### src/rtl/core/dle_shielded_voice_deframer_core_defines.svh
// ----------------------------------------------------------------------------
// dle_shielded_voice_deframer_core_defines.svh
// Assertion macros shared by the deframer core modules.
// ----------------------------------------------------------------------------
`ifndef DLE_SHIELDED_VOICE_DEFRAMER_CORE_DEFINES_SVH
`define DLE_SHIELDED_VOICE_DEFRAMER_CORE_DEFINES_SVH

// Condition must hold at every clock edge out of reset.
`define DSVD_ASSERT_ALWAYS(lbl, cond, msg) \
	lbl: assert property (@(posedge clk) disable iff (!arst_n) (cond)) else $error(msg);

// Antecedent implies consequent in the same cycle.
`define DSVD_ASSERT_IMPL(lbl, ante, cons, msg) \
	lbl: assert property (@(posedge clk) disable iff (!arst_n) (ante) |-> (cons)) \
		else $error(msg);

`endif

### src/rtl/core/dsvd_pkg.sv
// ----------------------------------------------------------------------------
// dsvd_pkg
// Types, byte codes and the escape code decoder for the voice deframer.
// ----------------------------------------------------------------------------
`default_nettype none

package dsvd_pkg;

	localparam logic [7:0] BYTE_DLE   = 8'h10;
	localparam logic [7:0] BYTE_ETX   = 8'h03;
	localparam logic [7:0] BYTE_SUB   = 8'h1A;
	localparam logic [7:0] BYTE_DC4   = 8'h14;
	localparam logic [7:0] BYTE_TMARK = 8'h54;

	localparam int unsigned QUEUE_DEPTH = 4;
	localparam int unsigned QPTR_W      = $clog2(QUEUE_DEPTH);
	localparam int unsigned QCNT_W      = $clog2(QUEUE_DEPTH + 1);

	typedef enum logic [0:0] {
		OP_BYTE    = 1'b0,
		OP_RESTART = 1'b1
	} dsvd_op_t;

	typedef enum logic [1:0] {
		KIND_DATA  = 2'd0,
		KIND_EVENT = 2'd1,
		KIND_END   = 2'd2
	} dsvd_kind_t;

	typedef enum logic [4:0] {
		EV_DTMF      = 5'd0,
		EV_BONG      = 5'd1,
		EV_DATAFAX   = 5'd2,
		EV_BUSY      = 5'd3,
		EV_FAXCALL   = 5'd4,
		EV_DIAL      = 5'd5,
		EV_DATACALL  = 5'd6,
		EV_ONHOOK    = 5'd7,
		EV_OFFHOOK   = 5'd8,
		EV_LOOPBREAK = 5'd9,
		EV_SIT       = 5'd10,
		EV_POLARITY  = 5'd11,
		EV_SILENCE   = 5'd12,
		EV_RINGBACK  = 5'd13,
		EV_RING      = 5'd14,
		EV_NOENERGY  = 5'd15,
		EV_TDD       = 5'd16,
		EV_VOICE     = 5'd17,
		EV_WAITING   = 5'd18,
		EV_ABORT     = 5'd19,
		EV_NOTICE    = 5'd20,
		EV_UNKNOWN   = 5'd21
	} dsvd_event_t;

	typedef struct packed {
		dsvd_op_t   op;
		logic [7:0] byte_in;
	} dsvd_item_t;

	typedef struct packed {
		dsvd_kind_t  kind;
		logic [7:0]  value;
		dsvd_event_t event_code;
		logic        last;
	} dsvd_result_t;

	// Classified work for the back end; dup emits the data byte twice.
	typedef struct packed {
		dsvd_kind_t  kind;
		logic [7:0]  value;
		dsvd_event_t event_code;
		logic        dup;
	} dsvd_cmd_t;

	typedef struct packed {
		logic full;
		logic nonempty;
	} dsvd_qstat_t;

	function automatic dsvd_event_t dsvd_classify(input logic [7:0] code);
		dsvd_event_t ev;
		ev = EV_UNKNOWN;
		unique case (code)
			8'h30, 8'h31, 8'h32, 8'h33, 8'h34,
			8'h35, 8'h36, 8'h37, 8'h38, 8'h39,
			8'h41, 8'h42, 8'h43, 8'h44,
			8'h2A, 8'h23:                       ev = EV_DTMF;      // 0-9 A-D * #
			8'h24:                              ev = EV_BONG;      // $
			8'h61:                              ev = EV_DATAFAX;   // a
			8'h62, 8'h4B:                       ev = EV_BUSY;      // b K
			8'h63, 8'h6D:                       ev = EV_FAXCALL;   // c m
			8'h64, 8'h69:                       ev = EV_DIAL;      // d i
			8'h65, 8'h66:                       ev = EV_DATACALL;  // e f
			8'h68, 8'h70:                       ev = EV_ONHOOK;    // h p
			8'h48, 8'h50:                       ev = EV_OFFHOOK;   // H P
			8'h49:                              ev = EV_LOOPBREAK; // I
			8'h4A:                              ev = EV_SIT;       // J
			8'h4C:                              ev = EV_POLARITY;  // L
			8'h71:                              ev = EV_SILENCE;   // q
			8'h72:                              ev = EV_RINGBACK;  // r
			8'h52:                              ev = EV_RING;      // R
			8'h73:                              ev = EV_NOENERGY;  // s
			8'h74:                              ev = EV_TDD;       // t
			8'h76, 8'h56:                       ev = EV_VOICE;     // v V
			8'h77:                              ev = EV_WAITING;   // w
			BYTE_DC4:                           ev = EV_ABORT;
			8'h2F, 8'h7E, 8'h45, 8'h6F,
			8'h51, 8'h53, 8'h75, 8'h59:         ev = EV_NOTICE;    // / ~ E o Q S u Y
			default:                            ev = EV_UNKNOWN;
		endcase
		return ev;
	endfunction

endpackage

`default_nettype wire

### src/rtl/core/dle_shielded_voice_deframer_core.sv
// ----------------------------------------------------------------------------
// dle_shielded_voice_deframer_core
// Voice modem receive deframer: DLE unstuffing and escape code events.
// ----------------------------------------------------------------------------
// Usage:
//   item channel: one line byte (op = byte) or a restart (op = restart) per
//   transfer. result channel: audio data bytes, numbered events and the
//   end-of-stream marker, with last set on the final result of an item.
//   An item's result is written into the command queue and then loaded
//   into the output register. Throughput: one item per cycle while the queue
//   is not full; DLE SUB yields two results and so takes two transfers.
//   A four-entry command queue sits between the classifier and the output
//   register; the item channel stalls only while that queue is full, so
//   items keep flowing while a result waits.
//   Bytes that give no result (DLE, timing mark, bytes after end of stream,
//   restarts) take no queue entry.
//   Reset clears the escape and end-of-stream flags and empties the queue.
//   While the receiver stalls, the result payload holds.
// ----------------------------------------------------------------------------
`default_nettype none

module dle_shielded_voice_deframer_core (
	input  wire                    clk,
	input  wire                    arst_n,
	input  wire                    item_valid,
	output logic                   item_stall,
	input  dsvd_pkg::dsvd_item_t   item,
	output logic                   result_valid,
	input  wire                    result_stall,
	output dsvd_pkg::dsvd_result_t result
);
	import dsvd_pkg::*;

	dsvd_qstat_t qstat;
	dsvd_cmd_t   push_cmd;
	dsvd_cmd_t   head;
	logic        push;
	logic        pop;

	dsvd_front u_front (
		.clk        (clk),
		.arst_n     (arst_n),
		.item_valid (item_valid),
		.item_stall (item_stall),
		.item       (item),
		.qstat      (qstat),
		.push       (push),
		.push_cmd   (push_cmd)
	);

	dsvd_queue u_queue (
		.clk      (clk),
		.arst_n   (arst_n),
		.push     (push),
		.push_cmd (push_cmd),
		.pop      (pop),
		.head     (head),
		.qstat    (qstat)
	);

	dsvd_back u_back (
		.clk          (clk),
		.arst_n       (arst_n),
		.head         (head),
		.qstat        (qstat),
		.pop          (pop),
		.result_valid (result_valid),
		.result_stall (result_stall),
		.result       (result)
	);

endmodule

`default_nettype wire

### src/rtl/core/dsvd_front.sv
// ----------------------------------------------------------------------------
// dsvd_front
// Accepts line bytes, tracks escape and end-of-stream, and classifies
// each byte that gives a result into a command for the back end.
// ----------------------------------------------------------------------------
`default_nettype none

module dsvd_front (
	input  wire                 clk,
	input  wire                 arst_n,
	input  wire                 item_valid,
	output logic                item_stall,
	input  dsvd_pkg::dsvd_item_t item,
	input  dsvd_pkg::dsvd_qstat_t qstat,
	output logic                push,
	output dsvd_pkg::dsvd_cmd_t push_cmd
);
	import dsvd_pkg::*;

	logic accept;
	logic esc_q, ended_q;
	logic esc_d, ended_d;
	logic want_push;

	assign item_stall = qstat.full;
	assign accept     = item_valid && !item_stall;
	assign push       = accept && want_push;

	always_comb begin
		esc_d               = esc_q;
		ended_d             = ended_q;
		want_push           = 1'b0;
		push_cmd.kind       = KIND_DATA;
		push_cmd.value      = item.byte_in;
		push_cmd.event_code = EV_DTMF;
		push_cmd.dup        = 1'b0;
		if (item.op == OP_RESTART) begin
			esc_d   = 1'b0;
			ended_d = 1'b0;
		end else if (ended_q) begin
			// drop bytes until restart
		end else if (!esc_q) begin
			if (item.byte_in == BYTE_DLE) begin
				esc_d = 1'b1;
			end else begin
				want_push = 1'b1;
			end
		end else begin
			esc_d = 1'b0;
			unique case (item.byte_in)
				BYTE_DLE: begin
					want_push = 1'b1;
				end
				BYTE_SUB: begin
					want_push      = 1'b1;
					push_cmd.value = BYTE_DLE;
					push_cmd.dup   = 1'b1;
				end
				BYTE_ETX: begin
					want_push     = 1'b1;
					ended_d       = 1'b1;
					push_cmd.kind = KIND_END;
				end
				BYTE_TMARK: begin
					want_push = 1'b0;
				end
				default: begin
					want_push           = 1'b1;
					push_cmd.kind       = KIND_EVENT;
					push_cmd.event_code = dsvd_classify(item.byte_in);
				end
			endcase
		end
	end

	always_ff @(posedge clk or negedge arst_n) begin
		if (!arst_n) begin
			esc_q   <= 1'b0;
			ended_q <= 1'b0;
		end else if (accept) begin
			esc_q   <= esc_d;
			ended_q <= ended_d;
		end
	end

endmodule

`default_nettype wire

### src/rtl/core/dsvd_queue.sv
// ----------------------------------------------------------------------------
// dsvd_queue
// Short command queue between the classifier and the result stage.
// ----------------------------------------------------------------------------
`default_nettype none
`include "dle_shielded_voice_deframer_core_defines.svh"

module dsvd_queue (
	input  wire                  clk,
	input  wire                  arst_n,
	input  wire                  push,
	input  dsvd_pkg::dsvd_cmd_t  push_cmd,
	input  wire                  pop,
	output dsvd_pkg::dsvd_cmd_t  head,
	output dsvd_pkg::dsvd_qstat_t qstat
);
	import dsvd_pkg::*;

	dsvd_cmd_t         entry_q [QUEUE_DEPTH];
	logic [QPTR_W-1:0] wr_ptr_q, rd_ptr_q;
	logic [QCNT_W-1:0] cnt_q;

	assign qstat.full     = (cnt_q == QCNT_W'(QUEUE_DEPTH));
	assign qstat.nonempty = (cnt_q != '0);
	assign head           = entry_q[rd_ptr_q];

	function automatic logic [QPTR_W-1:0] ptr_next(input logic [QPTR_W-1:0] p);
		logic [QPTR_W-1:0] n;
		n = (p == QPTR_W'(QUEUE_DEPTH - 1)) ? '0 : p + 1'b1;
		return n;
	endfunction

	always_ff @(posedge clk) begin
		if (push) begin
			entry_q[wr_ptr_q] <= push_cmd;
		end
	end

	always_ff @(posedge clk or negedge arst_n) begin
		if (!arst_n) begin
			wr_ptr_q <= '0;
			rd_ptr_q <= '0;
			cnt_q    <= '0;
		end else begin
			if (push) begin
				wr_ptr_q <= ptr_next(wr_ptr_q);
			end
			if (pop) begin
				rd_ptr_q <= ptr_next(rd_ptr_q);
			end
			if (push && !pop) begin
				cnt_q <= cnt_q + 1'b1;
			end else if (pop && !push) begin
				cnt_q <= cnt_q - 1'b1;
			end
		end
	end

	`DSVD_ASSERT_ALWAYS(a_cnt_bound, cnt_q <= QCNT_W'(QUEUE_DEPTH), "queue count over depth")
	`DSVD_ASSERT_IMPL(a_no_overflow, push, !qstat.full, "push into full queue")
	`DSVD_ASSERT_IMPL(a_no_underflow, pop, qstat.nonempty, "pop from empty queue")

endmodule

`default_nettype wire

### src/rtl/core/dsvd_back.sv
// ----------------------------------------------------------------------------
// dsvd_back
// Turns queued commands into result transfers through an output register;
// a doubled escape byte takes two transfers.
// ----------------------------------------------------------------------------
`default_nettype none
`include "dle_shielded_voice_deframer_core_defines.svh"

module dsvd_back (
	input  wire                   clk,
	input  wire                   arst_n,
	input  dsvd_pkg::dsvd_cmd_t   head,
	input  dsvd_pkg::dsvd_qstat_t qstat,
	output logic                  pop,
	output logic                  result_valid,
	input  wire                   result_stall,
	output dsvd_pkg::dsvd_result_t result
);
	import dsvd_pkg::*;

	logic         valid_q;
	dsvd_result_t result_q;
	logic         phase_q;
	logic         load;
	logic         final_one;

	assign load         = qstat.nonempty && (!valid_q || !result_stall);
	assign final_one    = !head.dup || phase_q;
	assign pop          = load && final_one;
	assign result_valid = valid_q;
	assign result       = result_q;

	always_ff @(posedge clk or negedge arst_n) begin
		if (!arst_n) begin
			valid_q <= 1'b0;
			phase_q <= 1'b0;
		end else begin
			if (load) begin
				valid_q <= 1'b1;
			end else if (!result_stall) begin
				valid_q <= 1'b0;
			end
			// advance to the second copy, then back
			if (load && head.dup) begin
				phase_q <= !phase_q;
			end
		end
	end

	always_ff @(posedge clk) begin
		if (load) begin
			result_q.kind       <= head.kind;
			result_q.value      <= head.value;
			result_q.event_code <= head.event_code;
			result_q.last       <= final_one;
		end
	end

	`DSVD_ASSERT_IMPL(a_phase_has_head, phase_q, qstat.nonempty && head.dup,
		"second copy pending without its command")
	`DSVD_ASSERT_IMPL(a_first_copy_dle, valid_q && !result_q.last,
		result_q.kind == KIND_DATA && result_q.value == BYTE_DLE,
		"non-final result is not a DLE data byte")
	`DSVD_ASSERT_IMPL(a_dup_is_dle, qstat.nonempty && head.dup,
		head.kind == KIND_DATA && head.value == BYTE_DLE,
		"doubled command is not a DLE data byte")

endmodule

`default_nettype wire
### config.mk
export PLATFORM = sky130hd
export DESIGN_NAME = dle_shielded_voice_deframer_core
export DESIGN_NICKNAME = d
export VERILOG_FILES = /design/src/rtl/core/dsvd_pkg.sv /design/src/rtl/core/dle_shielded_voice_deframer_core.sv /design/src/rtl/core/dsvd_front.sv /design/src/rtl/core/dsvd_queue.sv /design/src/rtl/core/dsvd_back.sv
export VERILOG_INCLUDE_DIRS = /design/src /design/src/rtl/core
export SDC_FILE = /design/constraint.sdc
export NUM_CORES = 1
export LEC_CHECK = 0
export BUFFER_PORTS_ARGS = -buffer_cell sky130_fd_sc_hd__buf_2
export CORE_AREA = 2 2 88 90
export DETAILED_ROUTE_END_ITERATION = 16
export DIE_AREA = 0 0 90 92
export PLACE_DENSITY = 0.77
export SYNTH_ARGS = -nofsm -noshare
export SYNTH_HDL_FRONTEND = slang
export SYNTH_SLANG_ARGS = --single-unit
export TNS_END_PERCENT = 1
### constraint.sdc
create_clock -name clk -period 7.2 [get_ports clk]
set_input_delay 1.8 -clock clk [delete_from_list [all_inputs] [get_ports clk]]
set_output_delay 1.8 -clock clk [all_outputs]
set_load 0.02 [all_outputs]
Word-level counts from Yosys, hierarchy flattened. Memories as Yosys holds them, arrays and structs flattened. Cells that the tools add are included.

Output and inout bits: 18. Input port bits: 13. ROM bits: 640. Bits in writable memories: 64. Memories: 2. Word-level logic and storage cells: 76. Flip-flop bits (word level): 27.

Add/subtract/negate cells: 4. Reductions and logical operators: 21. Mux-type cells: 29. Equality and inequality tests: 9.

Memory list: (no name shown) (depth 128, width 5, read ports 1, clocked after memory_dff 0, wr ports 0, line dsvd_pkg.sv:83) `unique case (code)`; u_queue.entry_q (depth 4, width 16, read ports 1, clocked after memory_dff 0, wr ports 1, line dsvd_queue.sv:19) `dsvd_cmd_t entry_q [QUEUE_DEPTH];`.

Operators by type and width (count): 16-bit 2-to-1 mux (3); 1-bit 2-to-1 mux (18); 8-bit by 5-bit == test with 1-bit output, second input constant (2); 5-bit 2-to-1 mux (2); 8-bit by 2-bit == test with 1-bit output, second input constant (1); 8-bit by 7-bit == test with 1-bit output, second input constant (1); 8-bit 2-to-1 mux (1); 1-bit logical AND (7); 1-bit zero test (7); 3-bit 2-to-1 mux (2); 2-bit by 1-bit adder with 2-bit output, second input constant (2); 2-bit == test, second input constant (2); 2-bit 2-to-1 mux (2); 2-bit one-hot mux with 2 select lines (1); 4-bit OR reduction (1); 3-bit by 1-bit adder with 3-bit output, second input constant (1); 3-bit == test, second input constant (1); 3-bit nonzero test (1); 3-bit OR reduction (1); 3-bit by 1-bit subtractor with 3-bit output, second input constant (1); 1-bit logical OR (2); 2-bit by 1-bit != test with 1-bit output, second input constant (1); 2-bit != test, second input constant (1); 2-bit AND reduction (1); 2-bit nonzero test (1).

Depth between registers and ports, before layout. Gate-level depths: netlist (run 1).

Depth in word-level cells: 10. Depth in mapped cells: 11. Mapped depth without buffers: 11.

Hierarchy. From an unflattened synthesis (run 1), not the netlist that was laid out.

Cell total of the unflattened synthesis: 277. Area total of the unflattened synthesis: 4180.3 sq um.

Modules (own cells, without submodules): dsvd_queue (area each 2766.4 sq um, times used 1, cells an instance 121, seq. area each 2097.0 sq um); dsvd_front (area each 825.8 sq um, times used 1, cells an instance 131, seq. area each 50.0 sq um); dsvd_back (area each 588.1 sq um, times used 1, cells an instance 25, seq. area each 530.5 sq um).

Worst setup path after synthesis (run 1). OpenSTA, ideal clock, no wires.

Path kind: input to register. Start: input result_stall. End: register u_queue.cnt_q[1]. Setup slack: 3.093 ns. Path buffers: 0. Library setup time: 0.125 ns. Required time: 7.075 ns. Arrival time: 3.982 ns. Stages: 7. Cell sequence: a21oi_1 and2_4 inv_1 ha_1 inv_1 fa_1 mux2_2.

Cells in the longest elaborated chain, start to end: 7. Elaborated cells between the ends (all ways): 9. Those cells by class: mux: 1; reduce/logical: 8.

Ends and longest elaborated chain: start, declared (line dle_shielded_voice_deframer_core.sv:29) `input wire result_stall,`; 1-bit zero test (*) (line dsvd_back.sv:27) `assign load = qstat.nonempty && (!valid_q || !result_stall);`; 1-bit logical OR (*) (line dsvd_back.sv:27); 1-bit logical AND (*) (line dsvd_back.sv:27); 1-bit logical AND (*) (line dsvd_back.sv:29) `assign pop = load && final_one;`; 1-bit zero test (line dsvd_queue.sv:51) `if (push && !pop) begin`; 1-bit logical AND (line dsvd_queue.sv:51); 3-bit 2-to-1 mux / 2-bit nonzero test (equally long branches); end signal, assigned (line dsvd_queue.sv:52) `cnt_q <= cnt_q + 1'b1;`; end signal, assigned (line dsvd_queue.sv:54) `cnt_q <= cnt_q - 1'b1;`; end, declared (line dsvd_queue.sv:21) `logic [QCNT_W-1:0] cnt_q;`.

Every way passes the cells marked *; elsewhere a longest branch is shown, timed or not. A chain may end at the register's enable or synchronous reset.

Worst setup path in the final report (run 1).
Start: input item[0] (netlist name). End: register u_queue.cnt_q[2].

Cells in the longest elaborated chain, start to end: 9. Elaborated cells between the ends (all ways): 13. Those cells by class: eq/ne: 2; mux: 6; reduce/logical: 5.

Ends and longest elaborated chain: start, declared (line dle_shielded_voice_deframer_core.sv:27) `input dsvd_pkg::dsvd_item_t item,`; 8-bit by 5-bit == test with 1-bit output / 8-bit by 7-bit == test with 1-bit output (equally long branches) (line dsvd_front.sv:43, dsvd_front.sv:50); 1-bit 2-to-1 mux, on equally long branches (line dsvd_front.sv:43, dsvd_front.sv:50); 1-bit 2-to-1 mux (*) (line dsvd_front.sv:42) `end else if (!esc_q) begin`; 1-bit 2-to-1 mux (*) (line dsvd_front.sv:40) `end else if (ended_q) begin`; 1-bit 2-to-1 mux (*) (line dsvd_front.sv:37) `if (item.op == OP_RESTART) begin`; 1-bit logical AND (*) (line dsvd_front.sv:27) `assign push = accept && want_push;`; via push (line dle_shielded_voice_deframer_core.sv:37) `logic push;`; 1-bit zero test (line dsvd_queue.sv:53) `end else if (pop && !push) begin`; 1-bit logical AND (line dsvd_queue.sv:53); 2-bit nonzero test (no line).

Mark *: on every way through the listed nets, which the timed path passes. The rest lies on a longest branch.

==> key figures, run 1 <==
Run status
  • Status: complete, no violations

Clock network
  • CTS HTree Levels: 3
  • Maximum root-to-sink buffer count: 2
  • Clock buffer count from CTS: 9
  • Post_cts resized: 0
  • CTS clk-pin slew, worst paths: 0.09 ns
  • Post-CTS Hold Buffers: 0
  • Sink count of the clock tree: 91
  • CTS Root Buffer Type: clkbuf_8
  • Clock latency of the later-clocked register in the worst-skew pair: roughly 0.35 ns
  • Clock tree from TritonCTS: yes
  • Postcts setup bufs: 0

Logic synthesis
  • Average footprint of a synthesized cell: 15.8 sq um
  • Library cells used by synthesis: 61
  • YS warnings: 0
  • Synth async-reset ratio: 12.1%
  • Synthesized instance count: 273
  • Cell area after technology mapping: 4310 sq um
  • Count of state elements after synthesis: 91
  • Flip-flop cell with the highest count after synthesis: edfxtp_1
  • Syn Nets: 300
  • Sequential cell area fraction in the yosys report: 62.1%
  • Largest cells by area after synthesis: edfxtp_1 56%, mux4_2 6.8%, dfrtp_1 6.4%
  • Number of flops mapped to enable cells by yosys: 80
  • Top-area cell type share of the netlist area: 55.7%
  • Cell taking the most area after synthesis: edfxtp_1

Critical path
  • Reg-to-Reg Start: u_queue.rd_ptr_q[0]
  • CP Cell Sequence: buf_2 -> inv_1 -> ha_1 -> and3b_1 -> a32oi_1 -> o211a_4 -> ha_1 -> inv_1 -> fa_1 -> xor2_1 -> nor2_1 -> xor2_1
  • Signal arrival time at the worst endpoint: roughly 4.2 ns
  • Crit Path Category: input pin to register
  • Critical path launch point type: input pin
  • Setup crit end kind: register
  • Crit path required time: about 7.5 ns
  • Origin of the worst setup path: item[0]
  • Slowest cell on crit path: fa_1
  • Max Fanout on Critical Path: 8
  • Max stage delay on crit path: 0.42 ns

Final layout
  • Share of final-layout standard cells stronger than drive strength 1: 27.1%
  • Antenna diode count: 0
  • Number of nets in the final layout: 321
  • Post-route cell area: 4660 sq um
  • Area growth from synthesis to final layout: 8.04%
  • Number of inserted filler cells in the final layout: between 500 and 600

Floorplan
  • Vert. Die Dim: 92 microns
  • Initial core utilization: 57.9%
  • Overall die area: 8280 sq um
  • Ports: 31
  • Die Width: about 90 microns
  • Core area: 7450 sq um
  • Cell Rows: 32

GRT
  • Remaining global-route overflow: 0
  • Number of antenna violations at the first check in global routing: 0
  • Global-route total usage across every layer: 18.8%
  • Wire length of the first global-routing pass: 11.9 mm
  • Number of global-route vias before repair: 2293
  • Maximum number of pins on one net before global-route repair: 32

Placement
  • IO buf count: 30
  • Instance area at placement: 4460 sq um
  • GP Congestion: about 0.88
  • Detailed Place HPWL: 4.74 mm

Timing
  • RSZ-0062 raised after global routing: false
  • Clock period minus worst slack: about 4 ns
  • Final hold violation count: 0
  • Worst-Margin Slew: between 1 and 1.5 ns
  • Remaining max-slew budget at the tightest pin: 31.9%
  • Setup violations, final: 0
  • Fin Hold WS: approximately 0.47 ns
  • Worst setup skew after layout: 0.0104 ns
  • Timing-limited maximum frequency: 0.257 GHz
  • Final total negative setup slack: 0 ns
  • Final Slew Violations: 0
  • Period utilisation layout: about 54%

Pwr
  • Highest ir drop seen on vdd: 123 uV
  • P per Cell Area: 328 nW/um^2
  • Leakage power: 0.00165 uW

Min path
  • Hold Path Origin: u_back.phase_q
  • Hold crit path type: register to register

Detailed routing
  • Detail-routed net length per standard cell: 18.0 microns
  • Final Routed Wirelength: 7.23 mm
  • Via count: 2379
  • Count of antenna-violating nets left after detailed routing: 0
  • Detailed Routing Iterations Pass 1: 4
  • Initial drt markers: between 100 and 150
  • DRC: 0
  • Vias per cell: between 5 and 6

Run
  • Max cap viols: 0
state kept, by name (all words and copies together), names as in the netlist:
| name | cells |
|---|---|
| u_front.ended_q | 1 |
| u_front.esc_q | 1 |
| u_back.result_valid | 1 |
| u_queue.entry_q | 64 |
| u_queue.wr_ptr_q | 2 |
| u_back.result | 16 |
| u_queue.cnt_q | 3 |
| u_back.phase_q | 1 |
| u_queue.rd_ptr_q | 2 |
critical path: cells and delay by family:
family | cells | cell delay (ns)
and+or+nand+nor | 2 | 0.32
adders and majority gates | 3 | 0.93
buffers and inverters | 3 | 0.35
AOI/OAI and AO/OA | 2 | 0.45
xor gates and xnor gates | 2 | 0.31
power by group:
group / switching, uW / leakage (uW) / internal [uW]
registers: 82.0 / 0.000865 / 705
logic: 203 / 0.000695 / 202
clock network: 173 / 0.0000910 / 162
total: 458 / 0.00165 / 1070
Yosys cell counts, drive strengths merged (2+ instances only):
cell type / number
xnor2: 2
buf: 14
xor2: 2
a31oi: 7
nor4: 3
and2b: 3
dfrtp: 11
a311o: 3
nand2b: 8
or3b: 2
mux4: 17
mux2i: 3
a32oi: 2
and3: 2
nor2: 9
ha: 13
a32o: 2
clkbuf: 5
a311oi: 3
mux2: 9
edfxtp: 80
and2: 7
inv: 15
nor3: 4
nand4b: 2
nand2: 9
o21ai: 9
a21oi: 3
a211oi: 2
nor2b: 3
nand3: 2
kinds of logic after synthesis:
family                   after synthesis  synth area share (%)
AO/OA/AOI/OAI                         40                  6.97
XOR/XNOR                               4                 0.813
adder cells (fa/ha/maj)               14                  4.24
buffers and inverters                 35                  4.44
flip-flops                            91                  62.1
multiplexers                          29                  12.6
AND/OR/NAND/NOR                       60                  8.82
area by class of cell:
cell class                      instances  area, sq um  area share, %
Multi-Input combinational cell        147         1450           31.1
Inverter                               15         56.3           1.21
Sequential cell                        91         2680           57.5
Timing Repair Buffer                   30          150           3.22
Tap cell                              102          128           2.74
Clock inverter                          7         76.3           1.64
Clock buffer                            9          124           2.66
cells in the final DEF (no fill, tap or decap), types with 2 or more instances in the layout:
master and n:
a21oi_1 2, a311o_1 3, a311oi_1 3, a31oi_1 7, a32o_1 2, a32oi_1 2
and2_1 2, and2_2 4, and2b_1 2, and3_2 2, buf_2 30, clkbuf_8 9
clkinvlp_4 3, dfrtp_1 11, edfxtp_1 80, ha_1 13, inv_1 15, mux2_2 5
mux2_4 4, mux2i_1 3, mux4_1 4, mux4_2 13, nand2_1 9, nand2b_1 7
nand3_1 2, nand4b_1 2, nor2_1 9, nor2b_1 3, nor3_1 4, o21ai_0 9
or3b_1 2, xnor2_1 2, xor2_1 2
through the flow:
step                utilization (%)  worst slack (ns)  total power (uW)  std cells
finish                         62.6              3.31              1530        401
global route                   62.6              3.12              1610        401
CTS                            62.6              3.30              1540        401
detailed placement             59.9              2.92              1210        385
global placement               59.9              3.03              1200        385
floorplan                         -              3.09              1110        273
layer usage:
metal	GRT usage, %	part of all wire, %	up-vias
met5	0	0	-
met4	7.18	1.8	0
met3	4.19	4.2	11
met2	30.5	50	85
met1	25.3	44	1187
li1	-	-	1096
final timing paths:
kind | slack (ns) | depth (start not counted) | to
max reg2reg | 4.20 | 8 | u_queue.cnt_q[1]
max in group asynchronous | 5.68 | 1 | u_queue.rd_ptr_q[0]
min in group asynchronous | 1.31 | 1 | u_queue.wr_ptr_q[1]
min reg2reg | 0.47 | 1 | u_back.phase_q
min | 0.47 | 1 | u_back.phase_q
max | 3.31 | 12 | u_queue.cnt_q[2]
(Power assumes the default switching activity.)
==> run 2, diff against run 1 <==
- ABC_AREA: default -> 1
- CORE_AREA: 2 2 88 90 -> 2 2 87 89
- DIE_AREA: 0 0 90 92 -> 0 0 89 91
- clock period: 7.2 -> 3.8 ns (I/O delays scaled with it)
==> key figures, run 2 <==
Pwr
  • Highest ir drop seen on vdd: 372 uV (+200%)
  • P per Cell Area: 641 nW/um^2 (+95%)
  • Leakage power: 0.00189 uW (+14%)
  • Overall Power: 3000 uW (+96%)

Critical path
  • CP Cell Sequence: buf_2 -> inv_1 -> ha_1 -> nand2_1 -> nor3_2 -> nand2_1 -> nand3_2 -> inv_2 -> ha_1 -> inv_1 -> fa_1 -> a21oi_1 -> o21ai_0 -> xnor2_1
  • Reg-to-Reg Start: u_queue.rd_ptr_q[1]
  • Crit Reg-Reg Endpoint: u_queue.cnt_q[2]
  • Crit path required time: 4.05 ns (-3.43 ns)
  • Crit path max-delay family: adder cells
  • Slowest cell on crit path: fa_1
  • Crit Path Category: input pin to register
  • Critical path launch point type: input pin
  • Setup crit end kind: register
  • Worst-case register-to-register setup slack: 1.06 ns (-3.14 ns)
  • Number of cell instances on the worst register-to-register path: 11 (+3)
  • Combined buffer and inverter count along the critical path: 4 (+1)
  • Max stage delay on crit path: 0.44 ns (+0.02 ns)
  • Signal arrival time at the worst endpoint: 3.00 ns (-1.17 ns)
  • Max Fanout on Critical Path: 9 (+1)

Timing
  • Final total negative setup slack: 0 ns (unchanged)
  • Final Slew Violations: 0 (unchanged)
  • Remaining max-slew budget at the tightest pin: 57.7% (+26 points)
  • Final hold violation count: 0 (unchanged)
  • Clock period minus worst slack: 2.75 ns
  • RSZ-0062 raised after global routing: false
  • Period utilisation layout: a little over 70%
  • Worst setup skew after layout: 0.00974 ns (-0.000675 ns)
  • Worst-Margin Slew: 0.634 ns (-0.388 ns)
  • Timing-limited maximum frequency: 0.363 GHz
  • Setup violations, final: 0 (unchanged)

Detailed routing
  • Final Routed Wirelength: 8.29 mm (+15%)
  • Detailed Routing Iterations Pass 1: 4 (unchanged)
  • DRC: 0 (unchanged)
  • Initial drt markers: 303 (+120%)
  • Count of antenna-violating nets left after detailed routing: 0 (unchanged)
  • Detail-routed net length per standard cell: 15.3 microns (-15%)
  • Vias per cell: 5.37 (-9.5%)
  • Via count: 2906 (+22%)

Logic synthesis
  • YS warnings: 0 (unchanged)
  • Area share of xor/xnor cells in the synthesized design: 0.623% (-0.19 points)
  • Count of state elements after synthesis: 91 (unchanged)
  • Flip-flop cell with the highest count after synthesis: edfxtp_1
  • Cell with the most instances after synthesis: edfxtp_1
  • Syn Nets: 433 (+44%)
  • Sequential cell area fraction in the yosys report: 63.5% (+1.4 points)
  • Cell taking the most area after synthesis: edfxtp_1
  • Synth async-reset ratio: 12.1% (unchanged)
  • Combinational family with the most area after synthesis: simple AND/OR/NAND/NOR gates
  • Share of cell area taken by muxes after synthesis: 0% (-13 points)
  • Number of flops mapped to enable cells by yosys: 80 (unchanged)
  • Largest cells by area after synthesis: edfxtp_1 57%, dfrtp_1 6.5%, nand2_1 6.0%
  • Average footprint of a synthesized cell: 10.4 sq um (-34%)
  • Fraction of the mapped netlist area in simple logic gates: 16.2% (+7.4 points)
  • Synthesized instance count: 406 (+49%)
  • Adder and majority gate portion of the synthesized area: 4.33% (+0.093 points)
  • Synthesized-area fraction occupied by ao, oa, aoi and oai cells: 9.79% (+2.8 points)
  • Synth cell count leaders: 80 x edfxtp_1, 68 x nand2_1, 59 x nor2_1
  • Library cells used by synthesis: 31 (-49%)
  • Top-area cell type share of the netlist area: 56.9% (+1.2 points)
  • Cell area after technology mapping: 4220 sq um (-2.1%)

Placement
  • IO buf count: 30 (unchanged)
  • Detailed Place HPWL: 5.63 mm (+19%)
  • GP Congestion: 0.843 (-3.7%)

Floorplan
  • Overall die area: 8100 sq um (-2.2%)
  • Vert. Die Dim: 91 microns (-1.1%)
  • Initial core utilization: 59.1% (+1.2 points)
  • Ports: 31 (unchanged)
  • Die Width: 89 microns (-1.1%)
  • Core area: 7140 sq um (-4.2%)
  • Cell Rows: 31 (-3.1%)

Final layout
  • Most frequent cells in the layout: 80 x edfxtp_1, 68 x nand2_1, 59 x nor2_1
  • Number of nets in the final layout: 464 (+45%)
  • Share of final-layout standard cells stronger than drive strength 1: 16.5% (-11 points)
  • Largest register by flop count: u_queue.entry_q
  • Most common cell after layout, fill and taps aside: edfxtp_1
  • Antenna diode count: 0 (unchanged)
  • FF+latch area: 2680 sq um (unchanged)
  • Area growth from synthesis to final layout: 11.0%
  • Number of inserted filler cells in the final layout: 586 (+7.5%)
  • Area of combinational cells with multiple inputs: 1310 sq um (-9.4%)
  • Flip-flop count of the largest register after layout: 64 (unchanged)

Clock network
  • Post_cts resized: 0 (unchanged)
  • Post-CTS Hold Buffers: 0 (unchanged)
  • Clock buffer count from CTS: 9 (unchanged)
  • Sink count of the clock tree: 91 (unchanged)
  • CTS clk-pin slew, worst paths: 0.09 ns (about the same)
  • Maximum root-to-sink buffer count: 2 (unchanged)
  • Clock tree from TritonCTS: yes
  • Clock latency of the later-clocked register in the worst-skew pair: 0.36 ns (about the same)
  • Postcts setup bufs: 0 (unchanged)
  • CTS HTree Levels: 3 (unchanged)
  • CTS Root Buffer Type: clkbuf_8

Run status
  • Status: complete, no violations

GRT
  • Maximum number of pins on one net before global-route repair: 30 (-6.3%)
  • Global-route total usage across every layer: 23.1% (+4.3 points)
  • Number of antenna violations at the first check in global routing: 0 (unchanged)
  • Wire length of the first global-routing pass: 14.2 mm (+19%)
  • Number of global-route vias before repair: 2830 (+23%)
  • Remaining global-route overflow: 0 (unchanged)

Min path
  • Hold crit path type: input pin to asynchronous set/reset pin

Run
  • Max cap viols: 0 (unchanged)
run 2: worst max-delay path by stage:
stage | startpoint | endpoint | slack [ns] | cells after the start
after global placement | item[0] | u_queue.cnt_q[2] | 0.74 | 14
after CTS | item[0] | u_queue.cnt_q[2] | 1.06 | 14
after floorplan | result_stall | u_queue.cnt_q[1] | 0.76 | 7
after detailed placement | item[0] | u_queue.cnt_q[2] | 0.67 | 14
after global routing | u_queue.rd_ptr_q[1] | u_queue.cnt_q[2] | 0.79 | 11
final | item[0] | u_queue.cnt_q[2] | 1.05 | 14
run 2: power by group:
part | total, uW | leakage (uW) | internal, uW | switching [uW]
Clock | 672 | 0.0000995 | 327 | 345
Sequential | 1430 | 0.000898 | 1330 | 101
Combinational | 903 | 0.000890 | 294 | 609
run 2: layout make-up:
| type | instances | area share, % |
|---|---|---|
| Clock buffer | 10 | 2.94 |
| Clock inverter | 6 | 1.52 |
| Inverter | 41 | 3.29 |
| Multi-Input combinational cell | 256 | 28.0 |
| Sequential cell | 91 | 57.2 |
| Tap cell | 99 | 2.64 |
| Timing Repair Buffer | 38 | 4.49 |
run 2: per-layer routing:
layer	global-route usage (%)	share of wire (%)
met1	33.8	44
met5	0	0
met3	2.55	4.6
met2	35.5	49
met4	9.08	2.3
run 2: cell families after synthesis:
group	after synthesis
flops	91
xor+xnor	3
fa+ha+maj	14
compound gates	77
buf+inv	59
simple gates	162
run 2: stage by stage:
| stage | util [%] | cells | instance area (sq um) | hold WS [ns] | setup WS, ns |
|---|---|---|---|---|---|
| 6_report | 65.6 | 541 | 4680 | 0.444 | 1.05 |
| 5_1_grt | 65.6 | 541 | 4680 | 0.458 | 0.792 |
| 4_1_cts | 65.6 | 541 | 4680 | 0.446 | 1.06 |
| 3_5_place_dp | 62.7 | 525 | 4480 | 0.491 | 0.674 |
| 3_3_place_gp | 62.7 | 525 | 4480 | 0.488 | 0.742 |
| 2_1_floorplan | - | 406 | 4220 | 0.469 | 0.757 |
